--- src/rtl/assert_macros.svh ---
`ifndef ASSERT_MACROS_SVH
`define ASSERT_MACROS_SVH

// Clocked assertion, disabled while reset is low.
`define ASSERT_CLK(label, clk, rst_n, prop) \
    label: assert property (@(posedge clk) disable iff (!rst_n) prop) \
        else $error("assertion failed");

// Condition that must never hold out of reset.
`define ASSERT_NEVER(label, clk, rst_n, cond) \
    label: assert property (@(posedge clk) disable iff (!rst_n) !(cond)) \
        else $error("forbidden condition");

`endif

--- src/rtl/dpq_pkg.sv ---
`timescale 1ns / 1ps
package dpq_pkg;

    localparam int SIZE_W = 9;
    localparam int KEY_W  = 15;
    localparam int EPOCH_W = 8;

    localparam logic OP_PIXEL = 1'b0;
    localparam logic OP_WRITE = 1'b1;

    localparam logic [0:0] REG_SIZE   = 1'b0;
    localparam logic [0:0] REG_DITHER = 1'b1;

    localparam logic [5:0] BAYER [64] = '{
        6'd0,  6'd32, 6'd8,  6'd40, 6'd2,  6'd34, 6'd10, 6'd42,
        6'd48, 6'd16, 6'd56, 6'd24, 6'd50, 6'd18, 6'd58, 6'd26,
        6'd12, 6'd44, 6'd4,  6'd36, 6'd14, 6'd46, 6'd6,  6'd38,
        6'd60, 6'd28, 6'd52, 6'd20, 6'd62, 6'd30, 6'd54, 6'd22,
        6'd3,  6'd35, 6'd11, 6'd43, 6'd1,  6'd33, 6'd9,  6'd41,
        6'd51, 6'd19, 6'd59, 6'd27, 6'd49, 6'd17, 6'd57, 6'd25,
        6'd15, 6'd47, 6'd7,  6'd39, 6'd13, 6'd45, 6'd5,  6'd37,
        6'd63, 6'd31, 6'd55, 6'd23, 6'd61, 6'd29, 6'd53, 6'd21
    };

    // step = max(2, 160 / div), indexed by div = size / 8 (0 used as 1)
    localparam logic [7:0] STEP_LUT [33] = '{
        8'd160, 8'd160, 8'd80, 8'd53, 8'd40, 8'd32, 8'd26, 8'd22,
        8'd20,  8'd17,  8'd16, 8'd14, 8'd13, 8'd12, 8'd11, 8'd10,
        8'd10,  8'd9,   8'd8,  8'd8,  8'd8,  8'd7,  8'd7,  8'd6,
        8'd6,   8'd6,   8'd6,  8'd5,  8'd5,  8'd5,  8'd5,  8'd5,
        8'd5
    };

    typedef struct packed {
        logic             op;
        logic [7:0]       entry_index;
        logic [7:0]       red;
        logic [7:0]       green;
        logic [7:0]       blue;
        logic [KEY_W-1:0] key;
    } t_req;

    typedef struct packed {
        logic clearing;
        logic load;
    } t_back_stat;

    function automatic logic [7:0] clamp_add(input logic [7:0] c,
                                             input logic signed [9:0] nudge);
        logic signed [9:0] s;
        s = $signed({2'b00, c}) + nudge;
        if (s < 0) begin
            clamp_add = 8'd0;
        end else if (s > 10'sd255) begin
            clamp_add = 8'd255;
        end else begin
            clamp_add = s[7:0];
        end
    endfunction

endpackage

--- src/rtl/dpq_if.sv ---
`timescale 1ns / 1ps
interface dpq_in_if;
    logic       valid;
    logic       ready;
    logic       op;
    logic [7:0] entry_index;
    logic [2:0] x_phase;
    logic [2:0] y_phase;
    logic [7:0] red;
    logic [7:0] green;
    logic [7:0] blue;

    modport source (output valid, op, entry_index, x_phase, y_phase, red, green, blue,
                    input ready);
    modport sink (input valid, op, entry_index, x_phase, y_phase, red, green, blue,
                  output ready);
endinterface


--- src/rtl/dpq_front.sv ---
`timescale 1ns / 1ps
module dpq_front import dpq_pkg::*; (
    dpq_in_if.sink            i_in,
    input  logic [SIZE_W-1:0] i_n,
    input  logic              i_dither,
    input  logic              i_full,
    input  logic              i_clearing,
    output logic              o_push,
    output t_req              o_req
);
    logic [5:0]         div;
    logic [7:0]         step;
    logic [5:0]         bay;
    logic signed [6:0]  bm;
    logic signed [15:0] prod;
    logic signed [15:0] mag;
    logic signed [15:0] nudge;
    logic signed [9:0]  nudge10;
    logic [7:0]         cr, cg, cb;

    assign i_in.ready = !i_full && !i_clearing;
    assign o_push     = i_in.valid && i_in.ready;

    always_comb begin
        div = i_n[8:3];
        if (div == 6'd0) begin
            div = 6'd1;
        end
        step  = STEP_LUT[div];
        bay   = BAYER[{i_in.y_phase, i_in.x_phase}];
        bm    = $signed({1'b0, bay}) - 7'sd32;
        prod  = 16'(bm) * $signed({8'b0, step});
        mag   = (prod < 0) ? -prod : prod;
        // divide by 64 with truncation toward zero
        nudge = (prod < 0) ? -(mag >>> 6) : (mag >>> 6);
        nudge10 = i_dither ? 10'(nudge) : 10'sd0;
        cr = clamp_add(i_in.red, nudge10);
        cg = clamp_add(i_in.green, nudge10);
        cb = clamp_add(i_in.blue, nudge10);

        o_req.op          = i_in.op;
        o_req.entry_index = i_in.entry_index;
        if (i_in.op == OP_WRITE) begin
            o_req.red   = i_in.red;
            o_req.green = i_in.green;
            o_req.blue  = i_in.blue;
        end else begin
            o_req.red   = cr;
            o_req.green = cg;
            o_req.blue  = cb;
        end
        o_req.key = {cr[7:3], cg[7:3], cb[7:3]};
    end
endmodule

--- src/flat_wrapper.sv ---
// flat-port wrapper written by rule: the top's interface ports become plain ports
module dpq_front_flat import dpq_pkg::*;
  (i_n, i_dither, i_full, i_clearing, o_push, o_req, i_in_valid, i_in_op, i_in_entry_index, i_in_x_phase, i_in_y_phase, i_in_red, i_in_green, i_in_blue, i_in_ready);
  dpq_in_if i_in_i ();
  input  logic [SIZE_W-1:0] i_n;
  input  logic i_dither;
  input  logic i_full;
  input  logic i_clearing;
  output logic o_push;
  output t_req o_req;
  input wire logic [$bits(i_in_i.valid)-1:0] i_in_valid;
  input wire logic [$bits(i_in_i.op)-1:0] i_in_op;
  input wire logic [$bits(i_in_i.entry_index)-1:0] i_in_entry_index;
  input wire logic [$bits(i_in_i.x_phase)-1:0] i_in_x_phase;
  input wire logic [$bits(i_in_i.y_phase)-1:0] i_in_y_phase;
  input wire logic [$bits(i_in_i.red)-1:0] i_in_red;
  input wire logic [$bits(i_in_i.green)-1:0] i_in_green;
  input wire logic [$bits(i_in_i.blue)-1:0] i_in_blue;
  output wire logic [$bits(i_in_i.ready)-1:0] i_in_ready;
  assign i_in_i.valid = i_in_valid;
  assign i_in_i.op = i_in_op;
  assign i_in_i.entry_index = i_in_entry_index;
  assign i_in_i.x_phase = i_in_x_phase;
  assign i_in_i.y_phase = i_in_y_phase;
  assign i_in_i.red = i_in_red;
  assign i_in_i.green = i_in_green;
  assign i_in_i.blue = i_in_blue;
  assign i_in_ready = i_in_i.ready;
  dpq_front u_core (.i_in(i_in_i), .i_n(i_n), .i_dither(i_dither), .i_full(i_full), .i_clearing(i_clearing), .o_push(o_push), .o_req(o_req));
endmodule
--- config.mk ---
export PLATFORM = sky130hd
export DESIGN_NAME = dpq_front_flat
export DESIGN_NICKNAME = d
export VERILOG_FILES = /design/src/rtl/assert_macros.svh /design/src/rtl/dpq_pkg.sv /design/src/rtl/dpq_if.sv /design/src/rtl/dpq_front.sv /design/src/flat_wrapper.sv
export SDC_FILE = /design/constraint.sdc
export NUM_CORES = 1
export LEC_CHECK = 0
export CAP_MARGIN = 20
export CORE_MARGIN = 10
export CORE_UTILIZATION = 60
export DETAILED_ROUTE_END_ITERATION = 10
export DONT_BUFFER_PORTS = 1
export GPL_ROUTABILITY_DRIVEN = 0
export MAX_ROUTING_LAYER = met4
export PLACE_DENSITY = 0.75
export SYNTH_ARGS = -nofsm -noshare
export SYNTH_HDL_FRONTEND = slang
export SYNTH_SLANG_ARGS = --single-unit
--- constraint.sdc ---
create_clock -name vclk -period 18.9
set_clock_uncertainty 0.05 [all_clocks]
set_input_delay 1.89 -clock vclk [all_inputs]
set_output_delay 1.89 -clock vclk [all_outputs]
set_load 0.005 [all_outputs]
**After elaboration in Yosys (flattened, before gate mapping)**

Memory sizes are Yosys's and may differ from the RTL's.
Index checks and enable logic that the tools add are counted.

- Register bits: 0
- Latch bits: 0
- Memory bits (writable): 0
- ROM bits: 896
- Input port bits: 52
- Output and inout port bits: 50
- Word-level logic and storage cells: 40
- Memories: 2

- Add/subtract/negate cells: 6
- Multiply operators: 1
- Div/mod/pow operators: 0
- Magnitude comparators: 9
- Eq/ne operators: 0
- Shifts and indexed selects: 0
- Multiplexer cells: 15
- Bitwise logic cells: 2
- Reductions and logical operators: 5

Memories:

| memory | words | width | read ports | clocked after Yosys merged registers in | wr ports | RTL line | source |
|---|---|---|---|---|---|---|---|
| (no name shown) | 64 | 8 | 1 | 0 | 0 | dpq_front.sv:29 | `step = STEP_LUT[div];` |
| (no name shown) | 64 | 6 | 1 | 0 | 0 | dpq_front.sv:30 | `bay = BAYER[{i_in.y_phase, i_in.x_phase}];` |

Operators by type and width:

| cell | number |
|---|---|
| $mux W8 | 8 |
| $add A9 B10 Y10 | 3 |
| $gt A10 B9 Y1 const B | 3 |
| $lt A10 B1 Y1 const B | 3 |
| $mux W24 | 1 |
| $mux W10 | 2 |
| $mux W6 | 3 |
| $lt A16 B1 Y1 const B | 1 |
| $mul A7 B9 Y16 | 1 |
| $mux W16 | 1 |
| $neg A16 Y16 | 1 |
| $ge A7 B7 Y1 const B | 2 |
| $not A6 Y7 | 2 |
| $neg A10 Y10 | 1 |
| $sub A6 B6 Y7 const B | 1 |
| $logic_not A6 Y1 | 1 |
| $logic_and A1 B1 Y1 | 2 |
| $logic_not A1 Y1 | 2 |

**Longest topological paths before layout**

Gate-level depths: netlist of run 1.

- Depth in word-level cells: 17
- Gate-level depth with buffers: 48

**Worst setup path before layout of run 1**

OpenSTA, ideal clock, no wires.

- Path kind: input -> output
- Start point: input i_n[6]
- End point: output o_req[27] in the netlist's numbering
- Arrival: 11.253 ns
- Slack: 5.707 ns
- Stages on the path: 43
- Path through: clkbuf_1 -> or4_1 -> nor2_1 -> or2_2 -> inv_1 -> ha_1 -> nand2_1 -> a21oi_1 -> nor3_1 -> a31oi_1 -> or2_2 -> clkbuf_1 -> and2_1 -> fa_1 -> fa_1 -> fa_1 -> fa_1 -> ha_1 -> [7 not listed] -> xnor2_1 -> ha_1 -> nor3_1 -> nand2_1 -> a21o_1 -> xor2_1 -> and2_1 -> ha_1 -> nor2b_1 -> o21a_1 -> o211ai_1 -> a31oi_1 -> and2_1 -> a221oi_1 -> o311ai_1 -> nor4_4 -> o21ba_1 -> o31ai_2

RTL lines:

| item | RTL line | source |
|---|---|---|
| from (decl) | flat_wrapper.sv:5 | `input logic [SIZE_W-1:0] i_n;` |
| to (decl) | flat_wrapper.sv:10 | `output t_req o_req;` |

==> results of run 1 <==
[worst paths after layout]
| path | startpoint | to | slack, ns | depth (start not counted) |
|---|---|---|---|---|
| worst min-delay path | i_in_entry_index[1] | o_req[40] | 3.73 | 0 |
| worst max-delay path | i_n[6] | o_req[38] | 4.30 | 40 |
[synthesized netlist by cell type, types with 4 or more instances]
library cell / n / area [µm²]
a21o_1: 8 / 60.1
a21oi_1: 29 / 145
a31oi_1: 7 / 43.8
and2_1: 29 / 181
and3_1: 8 / 50.1
buf_4: 13 / 97.6
buf_6: 5 / 56.3
clkbuf_1: 14 / 52.6
fa_1: 33 / 661
ha_1: 65 / 813
inv_1: 64 / 240
nand2_1: 82 / 308
nand2b_1: 10 / 62.6
nand3_1: 5 / 25.0
nand3b_1: 4 / 30.0
nor2_1: 86 / 323
nor2b_1: 12 / 75.1
nor3_1: 20 / 100
nor4_1: 12 / 75.1
o21a_1: 11 / 82.6
o21ai_0: 19 / 95.1
o31ai_1: 26 / 195
or2_2: 4 / 25.0
xnor2_1: 17 / 149
xor2_1: 11 / 96.3
[cells by family after synthesis]
kind of cell / count (synthesis) / synth area share
mux: 2 / 0.00515
buf+inv: 101 / 0.100
fa+ha+maj: 98 / 0.304
compound gates: 146 / 0.221
simple gates: 296 / 0.306
xor+xnor: 32 / 0.0639
[power breakdown]
group,total [µW],internal (µW),switching (µW)
Combinational,499,195,304
Clock,0,0,0
Sequential,0,0,0
Total,499,195,304
[through the flow]
stage / cells / total power, µW / util / hold slack (ns) / setup slack [ns]
after floorplan: 675 / 413 / - / 3.76 / 5.71
after global placement: 743 / 473 / 0.609 / 3.73 / 4.75
after detailed placement: 743 / 493 / 0.609 / 3.73 / 4.51
after CTS: 743 / 497 / 0.609 / 3.73 / 4.47
after global routing: 743 / 568 / 0.609 / 3.73 / 3.61
final: 743 / 499 / 0.609 / 3.73 / 4.30
[area by class of cell]
type	instances	area share
Inverter	65	0.0513
Tap cell	102	0.0268
Timing Repair Buffer	2	0.00316
Multi-Input combinational cell	574	0.919
[layer usage]
layer,share of wire,vias to the layer above,routed length (µm),global-route usage
li1,-,2270,-,-
met5,0,-,0,-
met3,0.064,8,784,0.00819
met4,0.0060,0,73,0.0149
met2,0.46,158,5610,0.333
met1,0.47,2137,5710,0.283
==> flow_metrics.py, run 1 <==
metrics = {
    "synthesis": {
        "synth_warnings": 0,
        "synth_area_per_cell_um2": 7.19,
        "syn_area_mm2": 0.00486,
        "ys_seq_area_frac": 0,
        "synth_nets": 825,
        "synth_cells": 675,
        "synth_cell_type_count": 76,
    },
    "worst_setup_path": {
        "cpPeakStageDelay_ns": 0.61,
        "worst-path-buf-inv": 2,
        "crit_arrival_ns": 12.66,
        "critPathSlowestCell": "or4_1",
        "crit_fanout": 13,
        "end_kind": "output port",
        "start_kind": "input pin",
        "crit_type": "input pin to output port",
        "cpLargestDelayFamily": "simple AND/OR/NAND/NOR gates",
        "required_ns": 16.96,
    },
    "sta": {
        "rsz0062_at_grt": "false",
        "tightestPinTransition_ns": 0.991,
        "finalCriticalPeriod_ns": 14.60,
        "finalSetupTns_ns": 0,
        "relSlewSlack": 0.333,
        "finalHoldViolations": 0,
        "setup_viol": 0,
        "fin_crit_sh": 0.773,
        "maxSlewViolCount": 0,
        "max_freq_mhz": 68.5,
    },
    "layout": {
        "fillCellCount": 762,
        "postLayoutCellArea_mm2": 0.00476,
        "regArea_um2": 0,
        "multi_input_area_mm2": 0.00437,
        "num_antenna_cells": 0,
        "seq_cell_count": 0,
        "num-clock-buffers": 0,
        "drive_gt1_frac": 0.0530,
        "final_cell_mix": "86 x nor2_1, 82 x nand2_1, 65 x ha_1",
        "final_common_cell": "nor2_1",
        "fin_nets": 793,
        "area.growth.synth_to_final_pct": -2.04,
    },
    "die": {
        "start_util": 0.622,
        "fp-row-count": 32,
        "ios": 102,
        "die_h_um": 110,
        "die-area_mm2": 0.0121,
        "fp.dieW_um": 110,
        "core_mm2": 0.00781,
    },
    "place": {
        "dpl.hpwl_um": 10300,
        "port_buffers": 0,
        "placed_area_mm2": 0.00476,
    },
    "detailed_routing": {
        "drc": 0,
        "vias_per_cell": 6.15,
        "drtPass1Iterations": 5,
        "detailedRoute.firstIterationViolations": 353,
        "drtAntennaViolNets": 0,
        "wl_per_cell_um": 16.4,
        "vias": 4573,
        "wl_um": 12200,
    },
    "power": {
        "power_density_mw_per_mm2": 105,
        "ir_worst_vdd_mv": 0.0433,
        "p_leak_uw": 0.00221,
    },
    "clocking": {
        "cts_resized": 0,
        "holdBufCountCts": 0,
        "post-cts-setup-buffer-count": 0,
    },
    "global_routing": {
        "grt_antenna_before_repair": 0,
        "grt_pass1_vias": 4368,
        "grt_max_degree": 50,
        "track_usage": 0.203,
        "gr-total-overflow": 0,
        "grt_pass1_wl_um": 20500,
    },
    "flow_run": {
        "max-cap-violations": 0,
    },
    "outcome": {
        "outcome": "finished, final reports clean",
    },
    "hold_path": {
        "hp-class": "input pin to output port",
    },
}
No activity file was read; power rests on OpenSTA's default activity.
==> inputs of run 2 (changes only) <==
Clock period 18.9 ns to 14.8 ns, I/O delays scaled along.
==> run 2 against run 1 <==
Critical path depth unchanged. Hold slack worse by 0.82 ns. Worst setup slack worse by 3.1 ns. Sequential share of layout area unchanged. Largest cell class unchanged. Combinational power up 26%. Critical path type unchanged. Count of clock-buffer cells in the layout unchanged. Via count down 0.92%. Global-route usage down 1.1 points. First-iteration DRC count up 21%. Total power up 26%. Non-clock buffer count up 1.
==> flow_metrics.py, run 2 (same netlist as run 1, synthesis figures left out) <==
metrics = {
    "outcome": {
        "outcome": "finished, final reports clean",
    },
    "worst_setup_path": {
        "crit_type": "input pin to output port",
        "crit_arrival_ns": 12.08,
        "crit_fanout": 13,
        "cpPeakStageDelay_ns": 0.62,
        "end_kind": "output port",
        "start_kind": "input pin",
        "critPathSlowestCell": "or4_1",
        "required_ns": 13.27,
    },
    "hold_path": {
        "hold_end": "o_req[40]",
        "min_from": "i_in_entry_index[1]",
        "worst_hold_path.num_cells": 0,
        "hp-class": "input pin to output port",
    },
    "sta": {
        "fin_crit_sh": 0.920,
        "max_freq_mhz": 73.5,
        "maxSlewViolCount": 0,
        "finalHoldViolations": 0,
        "rsz0062_at_grt": "false",
        "finalSetupTns_ns": 0,
        "setup_viol": 0,
        "tightestPinTransition_ns": 1.01,
        "finalCriticalPeriod_ns": 13.61,
        "relSlewSlack": 0.322,
    },
    "layout": {
        "fillCellCount": 723,
        "regArea_um2": 0,
        "multi_input_area_mm2": 0.00437,
        "num-clock-buffers": 0,
        "final_cell_mix": "86 x nor2_1, 82 x nand2_1, 65 x ha_1",
        "final_common_cell": "nor2_1",
        "num_antenna_cells": 0,
        "post-route-util": 0.610,
        "seq_cell_count": 0,
        "fin_nets": 794,
        "drive_gt1_frac": 0.0545,
        "area.growth.synth_to_final_pct": -1.93,
    },
    "die": {
        "fp-row-count": 32,
        "core_mm2": 0.00781,
        "die_h_um": 110,
        "start_util": 0.622,
        "die-area_mm2": 0.0121,
        "ios": 102,
        "fp.dieW_um": 110,
    },
    "detailed_routing": {
        "vias": 4531,
        "drc": 0,
        "wl_um": 11900,
        "wl_per_cell_um": 16.0,
        "drtPass1Iterations": 5,
        "detailedRoute.firstIterationViolations": 426,
        "vias_per_cell": 6.09,
        "drtAntennaViolNets": 0,
    },
    "global_routing": {
        "track_usage": 0.192,
        "grt_antenna_before_repair": 0,
        "grt_max_degree": 50,
        "grt_pass1_vias": 4119,
        "gr-total-overflow": 0,
        "grt_pass1_wl_um": 19200,
    },
    "power": {
        "power_density_mw_per_mm2": 132,
        "p_leak_uw": 0.00221,
        "ir_worst_vdd_mv": 0.0547,
    },
    "clocking": {
        "holdBufCountCts": 0,
        "cts_resized": 0,
        "post-cts-setup-buffer-count": 0,
    },
    "flow_run": {
        "max-cap-violations": 0,
    },
    "place": {
        "port_buffers": 0,
        "dpl.hpwl_um": 10100,
    },
}
run 2: cell count changes in the layout (fill, tap and decap cells not counted), sizes merged:
cell	before	now
clkbuf	0	1
run 2: power by group:
part | leakage [µW] | switching (µW) | internal, µW | total [µW]
clock network | 0 | 0 | 0 | 0
registers | 0 | 0 | 0 | 0
logic | 0.00221 | 382 | 248 | 630
run 2: worst max path at each step:
| stage | startpoint | to | slack [ns] | cells past startpoint |
|---|---|---|---|---|
| after global routing | i_n[6] | o_req[37] | 0.54 | 41 |
| final | i_n[6] | o_req[37] | 1.19 | 40 |
| after global placement | i_n[6] | o_req[38] | 1.49 | 41 |
| after floorplan | i_n[6] | o_req[27] | 2.43 | 43 |
| after CTS | i_n[6] | o_req[38] | 1.32 | 39 |
| after detailed placement | i_n[6] | o_req[38] | 1.38 | 39 |
run 2: final cells by class:
cell class	count	area share
Tap cell	102	0.0268
Inverter	65	0.0512
Timing Repair Buffer	3	0.00420
Multi-Input combinational cell	574	0.918
run 2: worst max-delay path, delay by kind of cell:
family,cells,cell delay (ns)
simple gates,17,4.27
xor+xnor,2,0.31
buf+inv,2,0.12
fa+ha+maj,8,3.18
compound gates,11,2.71
run 2: stage by stage:
step | cell area (µm²) | hold WS, ns | setup slack, ns | std cells | total power [µW]
after floorplan | 4860 | 2.94 | 2.43 | 675 | 527
after global routing | 4760 | 2.91 | 0.544 | 744 | 714
after detailed placement | 4760 | 2.91 | 1.38 | 743 | 625
after CTS | 4760 | 2.91 | 1.32 | 743 | 629
final | 4760 | 2.91 | 1.19 | 744 | 630
after global placement | 4760 | 2.91 | 1.49 | 743 | 604
run 2: routing by layer:
layer	wire length [µm]	global-route usage	vias up
met4	79	0.0158	0
met1	5650	0.273	2109
li1	-	-	2276
met5	0	-	-
met3	822	0.0123	8
met2	5340	0.303	138
