**src/rtl/assert_macros.svh**
```systemverilog
`ifndef ASSERT_MACROS_SVH
`define ASSERT_MACROS_SVH

// Clocked assertion, disabled while reset is low.
`define ASSERT_CLK(label, clk, rst_n, prop) \
    label: assert property (@(posedge clk) disable iff (!rst_n) prop) \
        else $error("assertion failed");

// Condition that must never hold out of reset.
`define ASSERT_NEVER(label, clk, rst_n, cond) \
    label: assert property (@(posedge clk) disable iff (!rst_n) !(cond)) \
        else $error("forbidden condition");

`endif

```
**src/rtl/dpq_pkg.sv**
```systemverilog
`timescale 1ns / 1ps
package dpq_pkg;

    localparam int SIZE_W = 9;
    localparam int KEY_W  = 15;
    localparam int EPOCH_W = 8;

    localparam logic OP_PIXEL = 1'b0;
    localparam logic OP_WRITE = 1'b1;

    localparam logic [0:0] REG_SIZE   = 1'b0;
    localparam logic [0:0] REG_DITHER = 1'b1;

    localparam logic [5:0] BAYER [64] = '{
        6'd0,  6'd32, 6'd8,  6'd40, 6'd2,  6'd34, 6'd10, 6'd42,
        6'd48, 6'd16, 6'd56, 6'd24, 6'd50, 6'd18, 6'd58, 6'd26,
        6'd12, 6'd44, 6'd4,  6'd36, 6'd14, 6'd46, 6'd6,  6'd38,
        6'd60, 6'd28, 6'd52, 6'd20, 6'd62, 6'd30, 6'd54, 6'd22,
        6'd3,  6'd35, 6'd11, 6'd43, 6'd1,  6'd33, 6'd9,  6'd41,
        6'd51, 6'd19, 6'd59, 6'd27, 6'd49, 6'd17, 6'd57, 6'd25,
        6'd15, 6'd47, 6'd7,  6'd39, 6'd13, 6'd45, 6'd5,  6'd37,
        6'd63, 6'd31, 6'd55, 6'd23, 6'd61, 6'd29, 6'd53, 6'd21
    };

    // step = max(2, 160 / div), indexed by div = size / 8 (0 used as 1)
    localparam logic [7:0] STEP_LUT [33] = '{
        8'd160, 8'd160, 8'd80, 8'd53, 8'd40, 8'd32, 8'd26, 8'd22,
        8'd20,  8'd17,  8'd16, 8'd14, 8'd13, 8'd12, 8'd11, 8'd10,
        8'd10,  8'd9,   8'd8,  8'd8,  8'd8,  8'd7,  8'd7,  8'd6,
        8'd6,   8'd6,   8'd6,  8'd5,  8'd5,  8'd5,  8'd5,  8'd5,
        8'd5
    };

    typedef struct packed {
        logic             op;
        logic [7:0]       entry_index;
        logic [7:0]       red;
        logic [7:0]       green;
        logic [7:0]       blue;
        logic [KEY_W-1:0] key;
    } t_req;

    typedef struct packed {
        logic clearing;
        logic load;
    } t_back_stat;

    function automatic logic [7:0] clamp_add(input logic [7:0] c,
                                             input logic signed [9:0] nudge);
        logic signed [9:0] s;
        s = $signed({2'b00, c}) + nudge;
        if (s < 0) begin
            clamp_add = 8'd0;
        end else if (s > 10'sd255) begin
            clamp_add = 8'd255;
        end else begin
            clamp_add = s[7:0];
        end
    endfunction

endpackage

```
**src/rtl/dpq_fifo.sv**
```systemverilog
`timescale 1ns / 1ps
module dpq_fifo import dpq_pkg::*; (
    input  logic i_clk,
    input  logic i_rst_n,
    input  logic i_push,
    input  t_req i_data,
    input  logic i_pop,
    output t_req o_head,
    output logic o_full,
    output logic o_empty
);
    t_req       r_mem [2];
    logic       r_wp;
    logic       r_rp;
    logic [1:0] r_cnt;

    always_ff @(posedge i_clk) begin
        if (!i_rst_n) begin
            r_wp  <= 1'b0;
            r_rp  <= 1'b0;
            r_cnt <= 2'd0;
        end else begin
            if (i_push) begin
                r_wp <= ~r_wp;
            end
            if (i_pop) begin
                r_rp <= ~r_rp;
            end
            r_cnt <= r_cnt + 2'(i_push) - 2'(i_pop);
        end
        if (i_push) begin
            r_mem[r_wp] <= i_data;
        end
    end

    assign o_head  = r_mem[r_rp];
    assign o_full  = (r_cnt == 2'd2);
    assign o_empty = (r_cnt == 2'd0);
endmodule

```
**config.mk**
```make
export PLATFORM = sky130hd
export DESIGN_NAME = dpq_fifo
export DESIGN_NICKNAME = d
export VERILOG_FILES = /design/src/rtl/assert_macros.svh /design/src/rtl/dpq_pkg.sv /design/src/rtl/dpq_fifo.sv
export SDC_FILE = /design/constraint.sdc
export NUM_CORES = 1
export LEC_CHECK = 0
export CAP_MARGIN = 20
export CORE_MARGIN = 4
export CORE_UTILIZATION = 32
export CTS_BUF_LIST = sky130_fd_sc_hd__clkbuf_8
export CTS_CLUSTER_SIZE = 14
export DETAILED_ROUTE_END_ITERATION = 16
export DONT_BUFFER_PORTS = 1
export MAX_ROUTING_LAYER = met4
export PLACE_DENSITY_LB_ADDON = 0.3
export SLEW_MARGIN = 20
export SYNTH_ARGS = -nofsm -noshare
export SYNTH_HDL_FRONTEND = slang
export SYNTH_SLANG_ARGS = --single-unit
export TNS_END_PERCENT = 50
```
**constraint.sdc**
```tcl
create_clock -name i_clk -period 9.5 [get_ports i_clk]
set_clock_uncertainty 0.05 [all_clocks]
set_input_delay 1.425 -clock i_clk [delete_from_list [all_inputs] [get_ports i_clk]]
set_output_delay 1.425 -clock i_clk [all_outputs]
set_load 0.005 [all_outputs]
```
**After elaboration in Yosys (flattened, before gate mapping)**

Memories as Yosys holds them, arrays and structs flattened. A register that Yosys moved wholly into a read port is not among the register bits.
Index checks and enable logic that the tools add are counted.

- Output and inout port bits: 50
- Memories kept: 1
- Word-level logic and storage cells: 14
- Input bits: 52
- Memory bits (writable): 96
- Flip-flop bits (word level): 4

- Reduce and logical (&&, ||, !) cells: 1
- Muxes and demuxes: 4
- Equal/unequal tests: 1
- $add $sub $neg: 2
- Bitwise operators: 2

Memories:

| name | words | width | rd ports | clocked after memory_dff | wr ports | line | text |
|---|---|---|---|---|---|---|---|
| r_mem | 2 | 48 | 1 | 1 | 1 | dpq_fifo.sv:12 | `t_req r_mem [2];` |

Operators by type and width:

| operator | number |
|---|---|
| $mux W1 | 4 |
| $add A2 B1 Y2 | 1 |
| $eq A2 B2 Y1 const B | 1 |
| $logic_not A2 Y1 | 1 |
| $not A1 Y1 | 2 |
| $sub A2 B1 Y2 | 1 |

**Depth between registers and ports, before layout**

Gate-level depths: netlist (run 1).

- Word-level depth: 3
- Mapped depth: 6
- Mapped depth without buffers: 6

**Worst setup path after synthesis (run 1)**

No wires, ideal clock.

- Kind: input to register
- Start: input port i_push
- End: memory r_mem[0][0] (netlist name), enable pin
- Library setup time: 0.460 ns
- Cell stages on the path: 1
- Required time: 8.990 ns
- Arrival time: 3.587 ns
- Buffers on the path: 0
- Setup slack: 5.403 ns
- Path through: nor2b_1

- Longest elaborated chain between the ends: 2

RTL lines:

| what | line | text |
|---|---|---|
| start, declared | dpq_fifo.sv:5 | `input logic i_push,` |
| $mux W1 | dpq_fifo.sv:31 | `if (i_push) begin` |
| $mux W1 (not written as such) | dpq_fifo.sv:32 | `r_mem[r_wp] <= i_data;` |
| end, declared | dpq_fifo.sv:12 |  |

No other way between the ends.

==> flow_summary_export.csv, run 1 <==
group,metric,value,unit
detailed_routing,dr.pass1.iters,4,
detailed_routing,drt-total-wl,6.33,mm
sta,tns,0,ps
die,io_pins,102,
sta,maxSlewHeadroom,0.516,
clocking,clockRootBuffer,"clkbuf_8",
final_layout,synthToLayoutAreaGrowth,9.03,%
logic_synthesis,syn_area_per_cell,22.2,µm²
flow_run,maxCapViolations,0,
power,power_frac_clock,0.295,
sta,hold_viol_final,0,
detailed_routing,avgViaCountPerCell,4.59,
clocking,clk_path_buf_depth,2,
power,pwr-share-comb,0.079,
setup_path,path_max_fanout,25,
logic_synthesis,synthMuxAreaShare,0.163,
power,p_seq_frac,0.626,
die,rows,39,
grt,grt_pass1_vias,1720,
grt,grt_use_total,0.103,
sta,rsz0062_at_grt,"false",
sta,period_share,0.368,
die,start_util,0.329,
logic_synthesis,synth_top_family_by_area,"multiplexers",
final_layout,final_common_cell,"edfxtp_1",
logic_synthesis,synthesis.nets,224,
logic_synthesis,synthAdderAreaFrac,0.00664,
clocking,clk_pin_slew,80,ps
power,p_per_area,204,nW/µm²
setup_path,critPathKind,"register to primary output",
sta,finalMaxSlewViolations,0,
worst_hold_path,holdPathStages,2,
worst_hold_path,hold_path.class,"register to register",
detailed_routing,drcViolationCount,0,
detailed_routing,ant_nets,0,
clocking,cts_hold_buf,0,
clocking,cts_setup_buffers,0,
die,core_area,11500,µm²
final_layout,final_cells,326,
grt,antenna_found_initial,0,
grt,grt_max_degree,28,
final_layout,layout_common_cells,"edfxtp_1 (96), mux2_2 (28), mux2_4 (20)",
die,die_area,13600,µm²
logic_synthesis,yosys_warnings,0,
outcome,status,"completed",
logic_synthesis,ys_seq_elements,101,
logic_synthesis,yosysUniqueCellTypes,14,
grt,grt_pass1_wl,9.52,mm
power,p_switching,173,µW
power,p_int,665,µW
final_layout,multiInputGateArea,742,µm²
power,swShare,0.207,
setup_path,r2r_slack,7660,ps
power,ir_drop,87.2,µV
setup_path,cp.arrival,2020,ps
logic_synthesis,synthCells,170,
sta,timing.fmax,286,MHz
setup_path,worst-r2r-cell-count,2,
final_layout,register_area,2980,µm²
detailed_routing,vias,1496,
clocking,h-tree-depth,3,
placement,io_buffers,0,
sta,worst_pin_slew,725,ps
detailed_routing,drt_iter0_drc,64,
clocking,cts_resized,0,
setup_path,timing.rr.end,"r_mem[0][10]$_DFFE_PP_",
logic_synthesis,synth_xor_area_frac,0.00830,
worst_hold_path,min_from,"r_rp$_SDFFE_PN0P_",
detailed_routing,wl_per_cell,19.4,µm
clocking,cts_sinks,101,
setup_path,end_kind,"primary output",
logic_synthesis,syn_area,3770,µm²
worst_hold_path,worstHoldEndpoint,"r_rp$_SDFFE_PN0P_",
sta,setup_viol,0,
logic_synthesis,synth_compound_area_frac,0.00199,
logic_synthesis,yosysSeqAreaShare,0.792,
clocking,cts_buffers,9,
logic_synthesis,synth_simple_gate_area_frac,0.0143,
final_layout,nFillCells,1048,
setup_path,cp-start-kind,"register",
die,die_x,117,µm
setup_path,required,8030,ps
sta,layout_min_cycle_time,3500,ps
clocking,cts_tree,"yes",
placement,globalplace.congestion,0.678,
placement,dp_cells,311,
die,die_h,117,µm
clocking,worstSkewPairLatency,360,ps
setup_path,r2r-start,"r_wp$_SDFFE_PN0P_",
grt,grt_overflow,0,
power,p_leak,1.38,nW
final_layout,drive_gt1_frac,0.350,
final_layout,antenna_cells,0,
final_layout,finalNetCount,233,
power groups by stage:
stage          Clock, mW  Combinational, mW  Sequential, mW
2_1_floorplan          0             0.0606           0.530
3_3_place_gp           0             0.0682           0.534
3_5_place_dp           0             0.0690           0.536
4_1_cts            0.260             0.0692           0.526
5_1_grt            0.285             0.0730           0.528
6_report           0.247             0.0661           0.525
stage by stage:
stage / utilization / power, mW / cell area (µm²) / setup WS (ps) / hold slack (ps)
after floorplan: - / 0.591 / 3770 / 5400 / 505
after global placement: 0.343 / 0.603 / 3940 / 6340 / 519
after detailed placement: 0.343 / 0.605 / 3940 / 6300 / 523
after CTS: 0.358 / 0.855 / 4110 / 5880 / 539
after global routing: 0.358 / 0.885 / 4110 / 5810 / 587
final: 0.358 / 0.838 / 4110 / 6000 / 533
synthesized netlist by cell type (all sizes together):
library cell	n	area (µm²)
and2	4	25.0
buf	5	43.8
dfxtp	5	100
edfxtp	96	2880
ha	2	25.0
inv	2	7.51
mux2	48	616
nor2	1	3.75
nor2b	4	25.0
o21a	1	7.51
xnor3	1	22.5
xor2	1	8.76
layout make-up:
type	instances	area share
Sequential cell	101	0.726
Clock inverter	6	0.0119
Tap cell	143	0.0436
Clock buffer	9	0.0302
Timing Repair Buffer	3	0.00548
Inverter	2	0.00183
Multi-Input combinational cell	62	0.181
worst max-delay path, stage by stage (launching register included):
cell and delay [ps]:
dfxtp_2 740, buf_4 490, mux2_2 400
worst max path at each step:
stage                        start                     to  cells past startpoint
after floorplan             i_push  r_mem[0][0]$_DFFE_PP_                      1
after global placement    register             o_head[47]                      2
after detailed placement  register              o_head[1]                      2
after CTS                 register              o_head[1]                      2
after global routing      register              o_head[1]                      2
final                     register              o_head[0]                      2
registers in the layout, summed over array words and instances (netlist names), named ones only:
register,cells
r_mem,96
r_rp,1
r_wp,1
r_cnt,2
routing by layer:
metal | share of wire | wire length [µm] | global-route usage
met1 | 0.37 | 2330 | 0.101
met2 | 0.50 | 3160 | 0.162
met3 | 0.12 | 734 | 0.0684
met4 | 0.016 | 101 | 0.0394
met5 | 0 | 0 | -
cells by family (layout without fill, tap and decap cells):
family                     count (synthesis)  count (layout)
DFF                                      101             101
muxes                                     48              48
and+or+nand+nor                            9               9
buffers and inverters                      7              20
adders and majority gates                  2               2
xor gates and xnor gates                   2               2
AOI/OAI and AO/OA                          1               1
No activity file was read; power rests on OpenSTA's default activity.
==> run 2, diff against run 1 <==
Clock period 9.5 ns to 3.1 ns, I/O delays scaled along.
==> run 2 against run 1 <==
Against the previous run: via count rose by 0.13%; setup slack got worse by 5200 ps; cell area rose by 1.9%; clock power rose to 3.5 times the previous value; sequential share of layout area fell by 1.4 points; die area did not move; first-iteration DRC count rose by 44%; flip-flop and latch count did not move; hold slack got worse by 390 ps; power rose to 3.2 times the previous value; register-to-register slack got worse by 6200 ps; critical path type unchanged.
==> flow_summary_export.csv, run 2 (synthesized netlist as in run 1, its figures left out) <==
group,metric,value,unit
clocking,clk_path_buf_depth,2,
sta,layout_min_cycle_time,2310,ps
detailed_routing,dr.pass1.iters,3,
die,core_area,11500,µm²
setup_path,cp.arrival,1800,ps
final_layout,synthToLayoutAreaGrowth,11.1,%
sta,setup_viol,0,
grt,grtUsageMet3,0.0565,
final_layout,largest_reg_flops,96,
flow_run,maxCapViolations,0,
detailed_routing,avgViaCountPerCell,4.58,
sta,rsz0062_at_grt,"false",
detailed_routing,drt_iter0_drc,92,
die,die_h,117,µm
grt,grt_pass1_vias,1672,
sta,finalHoldWorstSlack,143,ps
grt,grt_max_degree,26,
setup_path,path_max_fanout,25,
grt,grt_pass1_wl,8.79,mm
clocking,cts_sinks,101,
setup_path,cp-start-kind,"register",
sta,maxSlewHeadroom,0.475,
clocking,h-tree-depth,3,
setup_path,worst-r2r-cell-count,2,
detailed_routing,vias,1498,
sta,worst_pin_slew,786,ps
sta,finalMaxSlewViolations,0,
grt,grt_use_total,0.0944,
setup_path,cp_slowest_cell,"dfxtp_2",
setup_path,required,2580,ps
grt,busiest_layer,"met2",
power,p_leak,1.40,nW
setup_path,end_kind,"primary output",
setup_path,crit_cells,2,
setup_path,crit_family,"flip-flops",
clocking,worstSkewPairLatency,360,ps
worst_hold_path,hold_path.class,"primary input to register",
setup_path,crit_buf_inv,1,
outcome,status,"completed",
clocking,cts_buffers,9,
placement,hpwl,4.05,mm
power,p_per_area,642,nW/µm²
power,ir_drop,314,µV
clocking,clk_pin_slew,90,ps
detailed_routing,drt-total-wl,5.95,mm
grt,use_met1,0.0809,
grt,use_met2,0.156,
clocking,cts_tree,"yes",
final_layout,final_common_cell,"edfxtp_1",
die,rows,39,
final_layout,fin_area,4190,µm²
worst_hold_path,holdPathStages,0,
clocking,clockRootBuffer,"clkbuf_8",
sta,timing.fmax,432,MHz
setup_path,critPathKind,"register to primary output",
detailed_routing,wl_per_cell,18.2,µm
final_layout,antenna_cells,0,
die,die_x,117,µm
final_layout,largestRegisters,"r_mem x96, r_cnt x2",
final_layout,top_register,"r_mem",
die,start_util,0.329,
final_layout,layout_common_cells,"edfxtp_1 (96), mux2_2 (28), mux2_4 (20)",
setup_path,critPathMaxStageDelay,750,ps
grt,grt_overflow,0,
placement,globalplace.congestion,0.620,
clocking,cts_setup_buffers,0,
clocking,cts_hold_buf,0,
final_layout,drive_gt1_frac,0.380,
final_layout,finalNetCount,233,
sta,period_share,0.746,
placement,io_buffers,0,
detailed_routing,drcViolationCount,0,
die,die_area,13600,µm²
sta,tns,0,ps
placement,dpl-instance-area,3970,µm²
grt,antenna_found_initial,0,
setup_path,crit_chain,"buf_12, mux2_2",
sta,hold_viol_final,0,
die,io_pins,102,
clocking,cts_resized,0,
detailed_routing,ant_nets,0,
==> run 2: cell types whose count changed in the layout (fill, tap and decap cells not counted) <==
| cell | delta |
|---|---|
| inv_1 | -3 |
| buf_4 | -3 |
| clkinv_2 | +3 |
| buf_12 | +3 |
| clkinvlp_4 | +2 |
| bufinv_16 | +1 |
| clkinv_1 | -2 |
==> run 2: metrics by stage <==
step	power (mW)	instances	utilization	setup WS, ps
after detailed placement	1.86	311	0.346	1120
after floorplan	1.81	170	-	871
after global placement	1.85	311	0.346	1140
after CTS	2.74	327	0.365	708
after global routing	2.82	327	0.365	630
final	2.69	327	0.365	788
==> run 2: worst paths after layout <==
kind / from / slack, ps / end
max: register / 790 / o_head[1]
min: i_data[11] / 140 / r_mem[0][11]$_DFFE_PP_
max reg2reg: r_wp$_SDFFE_PN0P_ / 1470 / r_mem[1][41]$_DFFE_PP_
min reg2reg: r_rp$_SDFFE_PN0P_ / 540 / r_rp$_SDFFE_PN0P_
==> run 2: layer usage <==
metal	vias up	wire length, µm	share of wire
met2	64	3130	0.53
met3	11	703	0.12
met1	747	1950	0.33
met5	-	0	0
met4	0	162	0.027
li1	676	-	-
==> run 2: where the power goes <==
part           switching [mW]  internal [mW]  total (mW)  leakage, nW
sequential             0.0325           1.57        1.61        0.943
combinational          0.0936          0.115       0.208        0.352
clock                   0.421          0.450       0.871        0.105
total                   0.547           2.14        2.69         1.40
==> run 2: area by class of cell <==
cell class,count,area [µm²]
fill,1027,7280
sequential,101,2980
multi-input combinational,62,742
tap,143,179
clock buffer,9,124
clock inverter,7,90.1
timing repair buffer,3,60.1
inverter,2,7.51
==> run 2: worst register-to-register path, delay by kind of cell, from the launching register on <==
kind	cells	cell delay, ps
buffers and inverters	1	280
flip-flops	1	390
AND/OR/NAND/NOR	1	600
==> run 3, diff against run 2 <==
Clock period 3.1 ns to 2 ns, I/O delays scaled along.
==> run 3 against run 2 <==
Against the previous run: global-route usage rose by 0.82 points; via count up 12%; core utilization is 4.1 points higher; sequential share of layout area down 7.3 points; largest cell class unchanged; largest power group unchanged.
==> flow_summary_export.csv, run 3 (synthesized netlist as in run 1, its figures left out) <==
group,metric,value,unit
grt,grt_pass1_vias,1820,
final_layout,top_register,"r_mem",
clocking,clk_pin_slew,90,ps
final_layout,multiInputGateArea,742,µm²
power,p_int,3.26,mW
worst_hold_path,hold_path.class,"primary input to register",
outcome,status,"completed",
grt,grt_overflow,0,
final_layout,register_area,2980,µm²
final_layout,largestRegisters,"r_mem x96, r_cnt x2",
setup_path,required,1650,ps
die,io_pins,102,
final_layout,fin_area,4660,µm²
placement,dpl-instance-area,3980,µm²
final_layout,antenna_cells,0,
clocking,worstSkewPairLatency,370,ps
grt,antenna_found_initial,0,
power,power_frac_clock,0.302,
grt,grt_max_degree,50,
setup_path,critPathKind,"register to primary output",
clocking,clockRootBuffer,"clkbuf_8",
sta,timing.fmax,579,MHz
clocking,cts_sinks,101,
final_layout,nFillCells,1004,
setup_path,cp-start-kind,"register",
placement,globalplace.congestion,0.631,
sta,maxSlewHeadroom,0.802,
die,core_area,11500,µm²
detailed_routing,wl_per_cell,16.9,µm
sta,layout_min_cycle_time,1730,ps
power,p_leak,1.61,nW
clocking,cts_setup_buffers,0,
power,p_seq_frac,0.592,
clocking,h-tree-depth,3,
sta,setup_slack,274,ps
sta,worst_pin_slew,297,ps
detailed_routing,drcViolationCount,0,
sta,tns,0,ps
clocking,cts_tree,"yes",
final_layout,layout_common_cells,"edfxtp_1 (96), dlygate4sd3_1 (49), mux2_2 (28)",
sta,rsz0062_at_grt,"false",
detailed_routing,drt_iter0_drc,90,
die,die_x,117,µm
die,rows,39,
placement,post-place-ws,654,ps
detailed_routing,avgViaCountPerCell,4.44,
clocking,cts_buffers,9,
grt,grt_use_total,0.103,
power,p_switching,913,µW
sta,hold_viol_final,0,
power,ir_drop,503,µV
final_layout,synthToLayoutAreaGrowth,23.7,%
die,die_h,117,µm
detailed_routing,vias,1674,
detailed_routing,ant_nets,0,
setup_path,cp.arrival,1380,ps
grt,grt_pass1_wl,9.49,mm
die,start_util,0.329,
clocking,cts_resized,0,
final_layout,largest_reg_flops,96,
clocking,clk_path_buf_depth,2,
die,die_area,13600,µm²
final_layout,drive_gt1_frac,0.299,
sta,period_share,0.863,
sta,setup_viol,0,
final_layout,finalNetCount,283,
detailed_routing,drt-total-wl,6.37,mm
sta,finalMaxSlewViolations,0,
flow_run,maxCapViolations,0,
placement,io_buffers,0,
power,swShare,0.219,
final_layout,final_common_cell,"edfxtp_1",
power,p_per_area,895,nW/µm²
setup_path,path_max_fanout,36,
power,pwr-share-comb,0.106,
setup_path,end_kind,"primary output",
detailed_routing,dr.pass1.iters,4,
[run 3: path summary, 6_finish.rpt]
check / from / end / slack [ps] / cells after the start
worst min register to register: r_rp$_SDFFE_PN0P_ / r_rp$_SDFFE_PN0P_ / 530 / 2
worst max-delay path: register / o_head[3] / 270 / 2
worst min-delay path: i_push / r_cnt[0]$_SDFF_PN0_ / 110 / 2
worst max register to register: r_cnt[0]$_SDFF_PN0_ / r_cnt[1]$_SDFF_PN0_ / 720 / 6
[run 3: through the flow]
step / total power, mW / instances / util / hold slack, ps
2_1_floorplan: 2.80 / 170 / - / 349
3_3_place_gp: 2.88 / 312 / 0.347 / 349
3_5_place_dp: 2.89 / 312 / 0.347 / 349
4_1_cts: 4.24 / 377 / 0.406 / 74.5
5_1_grt: 4.39 / 377 / 0.406 / 92.0
6_report: 4.17 / 377 / 0.406 / 112
[run 3: timing repair]
action	CTS	global route
hold endpoints to repair	101	0
endpoints found under the setup margin	0	0
hold buffers	49	0
[run 3: power by group through the flow]
stage / Clock [mW] / Sequential [mW] / Combinational, mW
2_1_floorplan: 0 / 2.51 / 0.289
3_3_place_gp: 0 / 2.52 / 0.355
3_5_place_dp: 0 / 2.52 / 0.363
4_1_cts: 1.32 / 2.47 / 0.455
5_1_grt: 1.42 / 2.48 / 0.485
6_report: 1.26 / 2.47 / 0.441
[run 3: cell type report]
type,instances,area share
Clock inverter,7,0.0142
Tap cell,143,0.0384
Inverter,2,0.00161
Sequential cell,101,0.640
Timing Repair Buffer,53,0.120
Clock buffer,9,0.0266
Multi-Input combinational cell,62,0.159
[run 3: worst max-delay path, stage by stage, from the launching register on]
cell     delay [ps]
dfxtp_2         360
buf_12          250
mux2_2          390
[run 3: layer usage]
| metal | wire [µm] | GRT usage | up-vias |
|---|---|---|---|
| li1 | - | - | 776 |
| met2 | 3060 | 0.156 | 69 |
| met5 | 0 | - | - |
| met1 | 2720 | 0.113 | 819 |
| met4 | 138 | 0.0626 | 0 |
| met3 | 449 | 0.0404 | 10 |
